`src/hw/rtl/ckfr_pkg.sv`:
```
// Shared types and constants of the checksummed frame receiver.
package ckfr_pkg;

	localparam int PLEN_W = 6;
	localparam int MIN_FRAME_BYTES = 5;
	localparam logic [PLEN_W-1:0] PAYLOAD_CAP = 6'd59;

	localparam logic [1:0] CFG_MAX_PAYLOAD_LEN = 2'd0;
	localparam logic [1:0] CFG_START_CODE = 2'd1;
	localparam logic [1:0] CFG_END_CODE = 2'd2;

	typedef enum logic [1:0] {
		ST_OK,
		ST_TIMEOUT,
		ST_MALFORMED,
		ST_BAD_SUM
	} status_t;

	typedef enum logic [1:0] {
		S_IDLE,
		S_READ,
		S_SEND
	} state_t;

endpackage

```
`src/hw/rtl/ckfr_ram.sv`:
```
// Generic single-clock RAM with one write port and one registered read port.
module ckfr_ram #(
	parameter int WIDTH = 8,
	parameter int DEPTH = 64
) (
	input  logic                     clk,
	input  logic                     wr_en,
	input  logic [$clog2(DEPTH)-1:0] wr_addr,
	input  logic [WIDTH-1:0]         wr_data,
	input  logic                     rd_en,
	input  logic [$clog2(DEPTH)-1:0] rd_addr,
	output logic [WIDTH-1:0]         rd_data
);

	logic [WIDTH-1:0] mem [DEPTH];

	always_ff @(posedge clk) begin
		if (wr_en) begin
			mem[wr_addr] <= wr_data;
		end
		if (rd_en) begin
			rd_data <= mem[rd_addr];
		end
	end

endmodule

```
`src/hw/rtl/checksummed_frame_receiver_top.sv`:
```
// Frame receiver top level: buffers UART bytes, checks start, end and sum, delivers the frame.
//
// Each received byte or timeout item is taken when in_stall is low; a byte in mid-frame gives no
// result; a timeout, a bad frame or a good frame with no payload gives one result at once. A
// good frame with payload starts a drain from the frame store: the first read of the store's
// read port is issued in S_READ, then one payload byte per cycle (at most 59) goes out while
// out_stall lets it, and input is held off until the last payload byte is loaded. A result waiting in
// the output register that is taken in the same cycle does not hold off input. The frame
// store needs no clearing after reset: only bytes written in the current frame are read.
module checksummed_frame_receiver_top #(
	parameter int FRAME_BUFFER_BYTES = 64
) (
	input  logic              clk,
	input  logic              arst_n,
	input  logic              in_valid,
	output logic              in_stall,
	input  logic              action,
	input  logic [7:0]        rx_byte,
	input  logic              cfg_valid,
	output logic              cfg_ready,
	input  logic [1:0]        cfg_index,
	input  logic [7:0]        cfg_data,
	output logic              out_valid,
	input  logic              out_stall,
	output ckfr_pkg::status_t status,
	output logic [7:0]        cmd_first,
	output logic [7:0]        cmd_second,
	output logic [7:0]        data_byte,
	output logic              data_valid,
	output logic [5:0]        data_len,
	output logic              send_ack,
	output logic              last
);

	import ckfr_pkg::*;

	localparam int AW = $clog2(FRAME_BUFFER_BYTES);
	localparam int CW = $clog2(FRAME_BUFFER_BYTES + 1);
	localparam int LW = (CW > PLEN_W) ? CW : PLEN_W;

	state_t state_q, state_d;

	logic [CW-1:0]     count_q;
	logic [7:0]        sum_q;
	logic [7:0]        prev_q;
	logic [7:0]        first_q;
	logic [7:0]        cmd0_q;
	logic [7:0]        cmd1_q;
	logic [PLEN_W-1:0] plen_q;
	logic [PLEN_W-1:0] idx_q;
	logic [AW-1:0]     rd_addr_q;
	logic [PLEN_W-1:0] maxlen_q;
	logic [7:0]        start_q;
	logic [7:0]        end_q;

	logic              out_valid_q;
	status_t           status_q;
	logic [7:0]        cmd_first_q;
	logic [7:0]        cmd_second_q;
	logic [7:0]        data_byte_q;
	logic              data_valid_q;
	logic [PLEN_W-1:0] data_len_q;
	logic              send_ack_q;
	logic              last_q;

	logic              out_free;
	logic              accept;
	logic              byte_in;
	logic [CW-1:0]     total;
	logic              frame_end;
	logic              malformed;
	logic              bad_sum;
	logic [7:0]        expected;
	logic [PLEN_W-1:0] cap;
	logic [LW-1:0]     pl_full;
	logic [PLEN_W-1:0] plen;
	logic              last_byte;
	logic              rd_en;
	logic [7:0]        rd_data;

	logic              ld;
	status_t           ld_status;
	logic [7:0]        ld_c0;
	logic [7:0]        ld_c1;
	logic [7:0]        ld_data;
	logic              ld_dv;
	logic [PLEN_W-1:0] ld_plen;
	logic              ld_ack;
	logic              ld_last;

	assign out_free  = !out_valid_q || !out_stall;
	assign in_stall  = (state_q != S_IDLE) || !out_free;
	assign accept    = in_valid && !in_stall;
	assign byte_in   = accept && !action;
	assign cfg_ready = 1'b1;

	assign total     = count_q + CW'(1);
	assign frame_end = (rx_byte == end_q) || (total == CW'(FRAME_BUFFER_BYTES));
	assign expected  = sum_q - prev_q;
	assign bad_sum   = expected != prev_q;
	assign malformed = (LW'(total) < LW'(MIN_FRAME_BYTES)) || (first_q != start_q)
		|| (rx_byte != end_q);
	assign cap       = (maxlen_q > PAYLOAD_CAP) ? PAYLOAD_CAP : maxlen_q;
	assign pl_full   = LW'(total) - LW'(MIN_FRAME_BYTES);
	assign plen      = (pl_full > LW'(cap)) ? cap : pl_full[PLEN_W-1:0];
	assign last_byte = (idx_q + PLEN_W'(1)) == plen_q;
	assign rd_en     = (state_q == S_READ) || ((state_q == S_SEND) && out_free && !last_byte);

	ckfr_ram #(
		.WIDTH (8),
		.DEPTH (FRAME_BUFFER_BYTES)
	) u_frame_store (
		.clk     (clk),
		.wr_en   (byte_in),
		.wr_addr (count_q[AW-1:0]),
		.wr_data (rx_byte),
		.rd_en   (rd_en),
		.rd_addr (rd_addr_q),
		.rd_data (rd_data)
	);

	always_comb begin
		state_d   = state_q;
		ld        = 1'b0;
		ld_status = ST_OK;
		ld_c0     = 8'd0;
		ld_c1     = 8'd0;
		ld_data   = 8'd0;
		ld_dv     = 1'b0;
		ld_plen   = '0;
		ld_ack    = 1'b0;
		ld_last   = 1'b1;
		case (state_q)
			S_IDLE: begin
				if (accept && action) begin
					ld        = 1'b1;
					ld_status = ST_TIMEOUT;
				end else if (byte_in && frame_end) begin
					if (malformed) begin
						ld        = 1'b1;
						ld_status = ST_MALFORMED;
					end else if (bad_sum) begin
						ld        = 1'b1;
						ld_status = ST_BAD_SUM;
					end else if (plen == '0) begin
						ld     = 1'b1;
						ld_c0  = cmd0_q;
						ld_c1  = cmd1_q;
						ld_ack = 1'b1;
					end else begin
						state_d = S_READ;
					end
				end
			end
			S_READ: begin
				state_d = S_SEND;
			end
			S_SEND: begin
				if (out_free) begin
					ld      = 1'b1;
					ld_c0   = cmd0_q;
					ld_c1   = cmd1_q;
					ld_data = rd_data;
					ld_dv   = 1'b1;
					ld_plen = plen_q;
					ld_ack  = 1'b1;
					ld_last = last_byte;
					if (last_byte) begin
						state_d = S_IDLE;
					end
				end
			end
			default: begin
				state_d = S_IDLE;
			end
		endcase
	end

	always_ff @(posedge clk or negedge arst_n) begin
		if (!arst_n) begin
			state_q     <= S_IDLE;
			count_q     <= '0;
			sum_q       <= 8'd0;
			prev_q      <= 8'd0;
			plen_q      <= '0;
			idx_q       <= '0;
			rd_addr_q   <= '0;
			out_valid_q <= 1'b0;
		end else begin
			state_q <= state_d;
			if (accept && action) begin
				count_q <= '0;
				sum_q   <= 8'd0;
				prev_q  <= 8'd0;
			end else if (byte_in) begin
				if (frame_end) begin
					count_q   <= '0;
					sum_q     <= 8'd0;
					prev_q    <= 8'd0;
					plen_q    <= plen;
					idx_q     <= '0;
					rd_addr_q <= AW'(3);
				end else begin
					count_q <= total;
					prev_q  <= rx_byte;
					if (count_q != '0) begin
						sum_q <= sum_q + rx_byte;
					end
				end
			end
			if (rd_en) begin
				rd_addr_q <= rd_addr_q + AW'(1);
			end
			if ((state_q == S_SEND) && out_free) begin
				idx_q <= idx_q + PLEN_W'(1);
			end
			if (ld) begin
				out_valid_q <= 1'b1;
			end else if (!out_stall) begin
				out_valid_q <= 1'b0;
			end
		end
	end

	always_ff @(posedge clk or negedge arst_n) begin
		if (!arst_n) begin
			maxlen_q <= PLEN_W'(8);
			start_q  <= 8'd2;
			end_q    <= 8'd3;
		end else if (cfg_valid) begin
			case (cfg_index)
				CFG_MAX_PAYLOAD_LEN: maxlen_q <= cfg_data[PLEN_W-1:0];
				CFG_START_CODE:      start_q  <= cfg_data;
				CFG_END_CODE:        end_q    <= cfg_data;
				default: begin
				end
			endcase
		end
	end

	always_ff @(posedge clk) begin
		if (byte_in) begin
			if (count_q == '0) begin
				first_q <= rx_byte;
			end
			if (count_q == CW'(1)) begin
				cmd0_q <= rx_byte;
			end
			if (count_q == CW'(2)) begin
				cmd1_q <= rx_byte;
			end
		end
		if (ld) begin
			status_q      <= ld_status;
			cmd_first_q   <= ld_c0;
			cmd_second_q  <= ld_c1;
			data_byte_q   <= ld_data;
			data_valid_q  <= ld_dv;
			data_len_q    <= ld_plen;
			send_ack_q    <= ld_ack;
			last_q        <= ld_last;
		end
	end

	assign out_valid   = out_valid_q;
	assign status      = status_q;
	assign cmd_first   = cmd_first_q;
	assign cmd_second  = cmd_second_q;
	assign data_byte   = data_byte_q;
	assign data_valid  = data_valid_q;
	assign data_len    = data_len_q;
	assign send_ack    = send_ack_q;
	assign last        = last_q;

endmodule

```
`config.mk`:
```
export PLATFORM = sky130hd
export DESIGN_NAME = checksummed_frame_receiver_top
export DESIGN_NICKNAME = d
export VERILOG_FILES = /design/src/hw/rtl/ckfr_pkg.sv /design/src/hw/rtl/ckfr_ram.sv /design/src/hw/rtl/checksummed_frame_receiver_top.sv
export SDC_FILE = /design/constraint.sdc
export NUM_CORES = 1
export LEC_CHECK = 0
export ABC_AREA = 1
export BUFFER_PORTS_ARGS = -buffer_cell sky130_fd_sc_hd__buf_2
export CAP_MARGIN = 20
export CORE_ASPECT_RATIO = 1.75
export CORE_MARGIN = 1.5
export CORE_UTILIZATION = 35
export CTS_CLUSTER_DIAMETER = 40
export CTS_CLUSTER_SIZE = 10
export DETAILED_ROUTE_END_ITERATION = 8
export GPL_ROUTABILITY_DRIVEN = 0
export MAX_ROUTING_LAYER = met4
export PLACE_DENSITY = 0.59
export REMOVE_ABC_BUFFERS = 1
export SKIP_LAST_GASP = 1
export SYNTH_ARGS = -nofsm -noshare
export SYNTH_HDL_FRONTEND = slang
export SYNTH_SLANG_ARGS = --single-unit
```
`constraint.sdc`:
```
create_clock -name clk -period 12.6 [get_ports clk]
set_input_delay 3.78 -clock clk [delete_from_list [all_inputs] [get_ports clk]]
set_output_delay 3.78 -clock clk [all_outputs]
set_load 0.05 [all_outputs]
```
; ---- After elaboration in Yosys (flattened, before gate mapping)
; Memory sizes are Yosys's and may differ from the RTL's. A register that Yosys moved wholly into a read port is not among the register bits.
; Index checks and enable logic that the tools add are counted.
; W data, S select, Z words.
[totals]
latch_bits = 0
ff_bits = 125
elab_cells = 163
inputBits = 24
mem_bits_rw = 512
romBits = 0
mem_count = 1
output_inout_bits = 38
[mem_list]
columns = memory, words, word_bits, read_ports, rd_clocked_by_memory_dff, write_ports, line
row1 = u_frame_store.mem, 64, 8, 1, 1, 1, ckfr_ram.sv:15  ; logic [WIDTH-1:0] mem [DEPTH];
[op_classes]
n_div = 0
n_addsub = 6
bitwise_logic = 3
shifts = 0
n_reduce_logical = 43
order_cmp = 3
mul = 0
muxes = 62
eq_ne = 22
[ops]
columns = cell, n
row1 = $mux W8, 19
row2 = $mux W6, 10
row3 = $pmux W8 S2, 2
row4 = $ne A8 B8 Y1, 3
row5 = $mux W7, 3
row6 = $mux W2, 9
row7 = $mux W1, 16
row8 = $ne A2 B2 Y1 const B, 8
row9 = $reduce_and A2 Y1, 8
row10 = $add A6 B1 Y6 const B, 2
row11 = $reduce_bool A2 Y1, 6
row12 = $reduce_and A3 Y1, 3
row13 = $add A8 B8 Y8, 1
row14 = $eq A8 B8 Y1, 1
row15 = $sub A8 B8 Y8, 1
row16 = $add A7 B1 Y7 const B, 1
row17 = $eq A7 B1 Y1 const B, 1
row18 = $eq A7 B2 Y1 const B, 1
row19 = $eq A7 B7 Y1 const B, 1
row20 = $gt A7 B6 Y1, 1
row21 = $logic_not A7 Y1, 1
row22 = $lt A7 B3 Y1 const B, 1
row23 = $reduce_and A7 Y1, 1
row24 = $reduce_bool A7 Y1, 1
row25 = 16 further kinds, 38

; ---- Longest topological paths before layout
[depth]
ltp_word = 12
depth_mapped = 23
ltp_nobuf = 22

; ---- By module
; From an unflattened synthesis, not the netlist that was laid out.
[unflattened]
cells_unflattened = 2486
area_unflattened_um2 = 27841.7
[by_module_without_submodules]
columns = mod, n_inst, area_each_um2, cells_per_inst, seq_area_each_um2
row1 = ckfr_ram, 1, 21419.3, 1805, 15615.0
row2 = checksummed_frame_receiver_top, 1, 6422.4, 681, 3403.3

; ---- Least setup slack after synthesis
; No wires, ideal clock.
[synth_timing]
path_type = input-to-output
from = input port out_stall
to = output port in_stall
arrival_time_ns = 4.298
path_buffers = 0
path_stages = 2
path_slack_ns = 4.522
t_required_ns = 8.820
cell_sequence = nand2_1 -> nand3_1
[synth_between]
elab_chain_cells = 4
[synth_lines]
columns = item, line
row1 = start: declaration, checksummed_frame_receiver_top.sv:24  ; input logic out_stall,
row2 = $logic_not A1 Y1, --
row3 = $logic_or A1 B1 Y1, checksummed_frame_receiver_top.sv:91  ; assign out_free = !out_valid_q || !out_stall;
row4 = $logic_not A1 Y1, checksummed_frame_receiver_top.sv:92  ; assign in_stall = (state_q != S_IDLE) || !out_free;
row5 = $logic_or A1 B1 Y1, checksummed_frame_receiver_top.sv:92
row6 = end: declaration, checksummed_frame_receiver_top.sv:16  ; output logic in_stall,
; Every way passes these cells.

; ---- Final worst setup path
; Ends and elaborated chain as after synthesis.

==> results.md <==
- The run finished with clean final reports.
- The class of the tightest hold or removal check is reg -> reg.
- Summed over all layers, the global routing overflow is 0.
- The core area is 76,100 um2.
- The clock network power share is 26.8%.
- The worst setup path is of the in -> out kind.
- The dominant cell type by area after synthesis is sky130_fd_sc_hd__edfxtp_1.
- The most critical setup path has its startpoint at out_stall.
- The final critical-path required period is 8.13 ns.
- Clock-pin slew was measured on the worst setup and hold paths at 0.05 ns.
- The port buffer count is 60.
- The share of the synthesized area in compound gates (AO/OA/AOI/OAI) is 12.2%.
- The critical path startpoint category is an input pin.
- The deepest level of the CTS H-tree is 3.
- Gates resized during post-CTS repair numbered 0.
- The adder-cell share of the synthesized area is 1.50%.
- The total iterations of the first detailed-routing run is 6.
- The main combinational cell family by area after synthesis is compound AO/OA/AOI/OAI gates.
- The mapped netlist covers 26,900 um2.
- The worst hold path was traced through 2 stages.
- Setup repair after global routing left no endpoint under its margin.
- The first global-routing pass estimated 109,000 um of wire.
- The number of antenna violations at the first check in global routing was 2.
- The post-detailed-placement cell area is 28,200 um2.
- In this run the worst path has a maximum fanout of 5.
- The fraction of registers with async set/reset is 10.1%.
- The CTS tree is yes.
- The static leakage power is 10.5 nW.
- The violation count after the first detailed-routing iteration is 1,628.
- The area fraction of the dominant cell type after synthesis is 64.7%.
- The top-level I/O count is 62.
- The endpoint required time on the critical path is 8.82 ns.
- The library cells used most frequently in the layout, excluding fill and tap cells, are sky130_fd_sc_hd__edfxtp_1 (579), sky130_fd_sc_hd__nor2_1 (447), sky130_fd_sc_hd__o21ai_0 (380), sky130_fd_sc_hd__o22ai_1 (168), sky130_fd_sc_hd__nand2_1 (162).
- The worst setup path is captured at an output pin.
- The die is 370 um tall.
- In this run the horizontal extent of the chip is 212 um.
- After synthesis, the mean cell area works out to 11.9 um2.
- The final routed wirelength across all metal layers is 72,600 um.
- The count of unresolved DRC violations after routing is 0.
- The post-route antenna net violation count is 0.
- At the later pin of the worst-skew pair, clock insertion delay measures 0.61 ns.
- The count of pins over their slew limit came to 0.
- The post-route cell area is 30,300 um2.
- The number of global-route vias before repair is 18,309.
- The setup TNS is 0 ns.
- For the pin with the worst max-slew slack, the measured transition is 1.12 ns.
- The post-route netlist has 9.49% of its cells at a drive strength greater than 1.
- In this run the clock root is driven by a sky130_fd_sc_hd__clkbuf_16.
- The power density normalized to cell area is 239 nW/um2.
- For the worst flop-to-flop path, the logic depth is 18.
- Per report_power, the combinational group accounts for 36.2% of the total.
- In the synthesized netlist, mux cells make up 0% of the area.
- The die covers 78,500 um2.
- The maximum number of pins on one net before global-route repair is 115.
- The initial core utilization is 35.3%.
- The minimum setup slack among reg-to-reg paths is 7.85 ns.
- The number of hold buffers added after CTS is 0.
- During synthesis, Yosys emitted a total of 0 warnings.
- By area the synthesized netlist is led by sky130_fd_sc_hd__edfxtp_1 (65%), sky130_fd_sc_hd__o21ai_0 (7.1%), sky130_fd_sc_hd__nor2_1 (6.2%).
- The wire length per cell is 21.7 um.
- The final instance count without filler cells is 3,348.
- The placed instance count is 3,236.
- The sequential area share after synthesis is 70.8%.
- Summed over all nets, the half-perimeter wirelength after detailed placement is 46,100 um.
- The final critical path takes up 64.5% of the cycle.
- Measured on the finished design, the core utilization comes to 39.9%.
- The register share of total power is 37.0%.
- On the final layout, the worst clock skew is 0.0254 ns.
- Buffers inserted during clock tree synthesis total 75.
- Data arrives at the worst endpoint at 4.35 ns.
- The xor and xnor fraction of the mapped netlist area is 1.24%.
- In the synthesized netlist the dominant register cell turns out to be sky130_fd_sc_hd__edfxtp_1.
- The maximum root-to-sink buffer count is 3.
- The number of flops mapped to enable cells by yosys is 579.
- Row generation in the floorplan step produced 134 rows.
- The number of endpoints with negative hold slack in the final report was 0.
- Derived from the worst setup path, the maximum achievable clock frequency is 123 MHz.
- Net switching is 39.7% of the power.
- Counting flops and latches in the post-synthesis netlist gives 644.
- The post-CTS repair timing setup buffer count is 0.
- Following the worst setup path forward leads to its endpoint at in_stall.
- The worst IR drop on VDD is 0.226 mV.
- The startpoint identified for the worst register-to-register timing path is count_q[0]$_DFFE_PN0P_.
- The net switching power figure is 0.00288 W.
- The total chip power is 0.00724 W.
- Measured against its own limit, the worst slew margin works out to 24.8%.
- Of the total synthesized cell area, the portion taken by AND, OR, NAND and NOR gates is 10.8%.
- The reg-to-reg critical path endpoint is cmd_first[7]$_DFFE_PP_.
- After detailed routing, the number of vias per cell comes to 5.27.
- Internal power comes to 0.00437 W.
- 0 antenna diodes ended up in the layout.
- Setup violations remaining at the end of the flow were counted as 0.
- The total number of vias is 17,642.
- The reported max-cap violation count is 0.
- The clock net in this run drives a total of 644 sinks.
- At the end of the flow, the number of nets in the layout was 2,349.
- Global routing consumed, over all layers together, 19.2% of the routing resources.
- The library cell used most frequently in the layout, excluding fill and tap cells, is sky130_fd_sc_hd__edfxtp_1.
- The layout-stage area growth over the synthesis result is 12.9%.
- The unique cell type count in the Yosys netlist is 47.
- The gate count of the mapped netlist is 2,252.
[layer usage]
layer	global-route usage, %	wire (um)	up-vias
li1	-	-	8154
met1	20.4	26400	8667
met2	33.8	38400	627
met3	2.60	3380	194
met4	11.5	4470	0
met5	-	0	-
[cell type report]
| class | instances | area, um2 |
|---|---|---|
| Multi-Input combinational cell | 1365 | 6930 |
| Timing Repair Buffer | 88 | 523 |
| Inverter | 120 | 458 |
| Clock inverter | 7 | 72.6 |
| Sequential cell | 644 | 19000 |
| Tap cell | 1020 | 1280 |
| Fill cell | 7264 | 45800 |
| Clock buffer | 104 | 2050 |
[logic make-up after synthesis]
family / Yosys count
and+or+nand+nor: 702
AOI/OAI and AO/OA: 596
adders and majority gates: 31
buffers and inverters: 243
DFF: 644
xor gates and xnor gates: 35
other: 1
[sequential cells by signal (all words and copies together) (netlist names), 7 cells and up]
signal,count
count_q,7
cmd1_q,8
u_frame_store.rd_data,8
data_byte,8
cmd_first,8
first_q,8
u_frame_store.mem,512
start_q,8
end_q,8
cmd0_q,8
sum_q,8
cmd_second,8
prev_q,7
[synth_stat cells (3+ instances only)]
cell and count:
sky130_fd_sc_hd__or2_2 5, sky130_fd_sc_hd__edfxtp_1 579, sky130_fd_sc_hd__a21oi_2 9, sky130_fd_sc_hd__dfrtp_1 61
sky130_fd_sc_hd__nand4_1 26, sky130_fd_sc_hd__nor2_4 4, sky130_fd_sc_hd__clkbuf_1 108, sky130_fd_sc_hd__buf_2 3
sky130_fd_sc_hd__buf_1 7, sky130_fd_sc_hd__o22ai_1 168, sky130_fd_sc_hd__ha_1 29, sky130_fd_sc_hd__o32ai_1 8
sky130_fd_sc_hd__inv_1 114, sky130_fd_sc_hd__xnor2_1 9, sky130_fd_sc_hd__o21ai_0 380, sky130_fd_sc_hd__nand2_2 4
sky130_fd_sc_hd__nand3_1 34, sky130_fd_sc_hd__nand2_1 163, sky130_fd_sc_hd__a21oi_1 24, sky130_fd_sc_hd__dfstp_2 4
sky130_fd_sc_hd__nor2_1 447, sky130_fd_sc_hd__nor3_1 4, sky130_fd_sc_hd__xor2_1 24, sky130_fd_sc_hd__buf_4 3
sky130_fd_sc_hd__inv_2 3
[worst max-delay path, stage by stage]
cell and delay [ns]:
sky130_fd_sc_hd__buf_2 0.09, sky130_fd_sc_hd__nand2_1 0.15, sky130_fd_sc_hd__nand3_1 0.10, sky130_fd_sc_hd__buf_2 0.22
[per-stage QoR]
step           hold slack, ns  setup slack [ns]
2_1_floorplan           0.453              2.70
3_3_place_gp            0.478              4.46
3_5_place_dp            0.479              4.45
4_1_cts                 0.492              4.44
5_1_grt                 0.507              4.40
6_report                0.488              4.47
[worst min-delay path by stage]
stage / slack, ns / start / endpoint
after floorplan: 0.45 / maxlen_q[2]$_DFFE_PN0P_ / maxlen_q[2]$_DFFE_PN0P_
after global placement: 0.48 / plen_q[2]$_DFFE_PN0P_ / plen_q[2]$_DFFE_PN0P_
after detailed placement: 0.48 / maxlen_q[2]$_DFFE_PN0P_ / maxlen_q[2]$_DFFE_PN0P_
after CTS: 0.49 / maxlen_q[2]$_DFFE_PN0P_ / maxlen_q[2]$_DFFE_PN0P_
after global routing: 0.51 / maxlen_q[2]$_DFFE_PN0P_ / maxlen_q[2]$_DFFE_PN0P_
final: 0.49 / maxlen_q[2]$_DFFE_PN0P_ / maxlen_q[2]$_DFFE_PN0P_
[power by group through the flow]
stage               clock, W  sequential [W]  combinational [W]
finish               0.00194         0.00268            0.00262
global route         0.00204         0.00270            0.00287
CTS                  0.00196         0.00268            0.00261
detailed placement         0         0.00272            0.00260
global placement           0         0.00272            0.00256
floorplan                  0         0.00293            0.00150
Note: power is estimated with default switching activity, not from simulation.
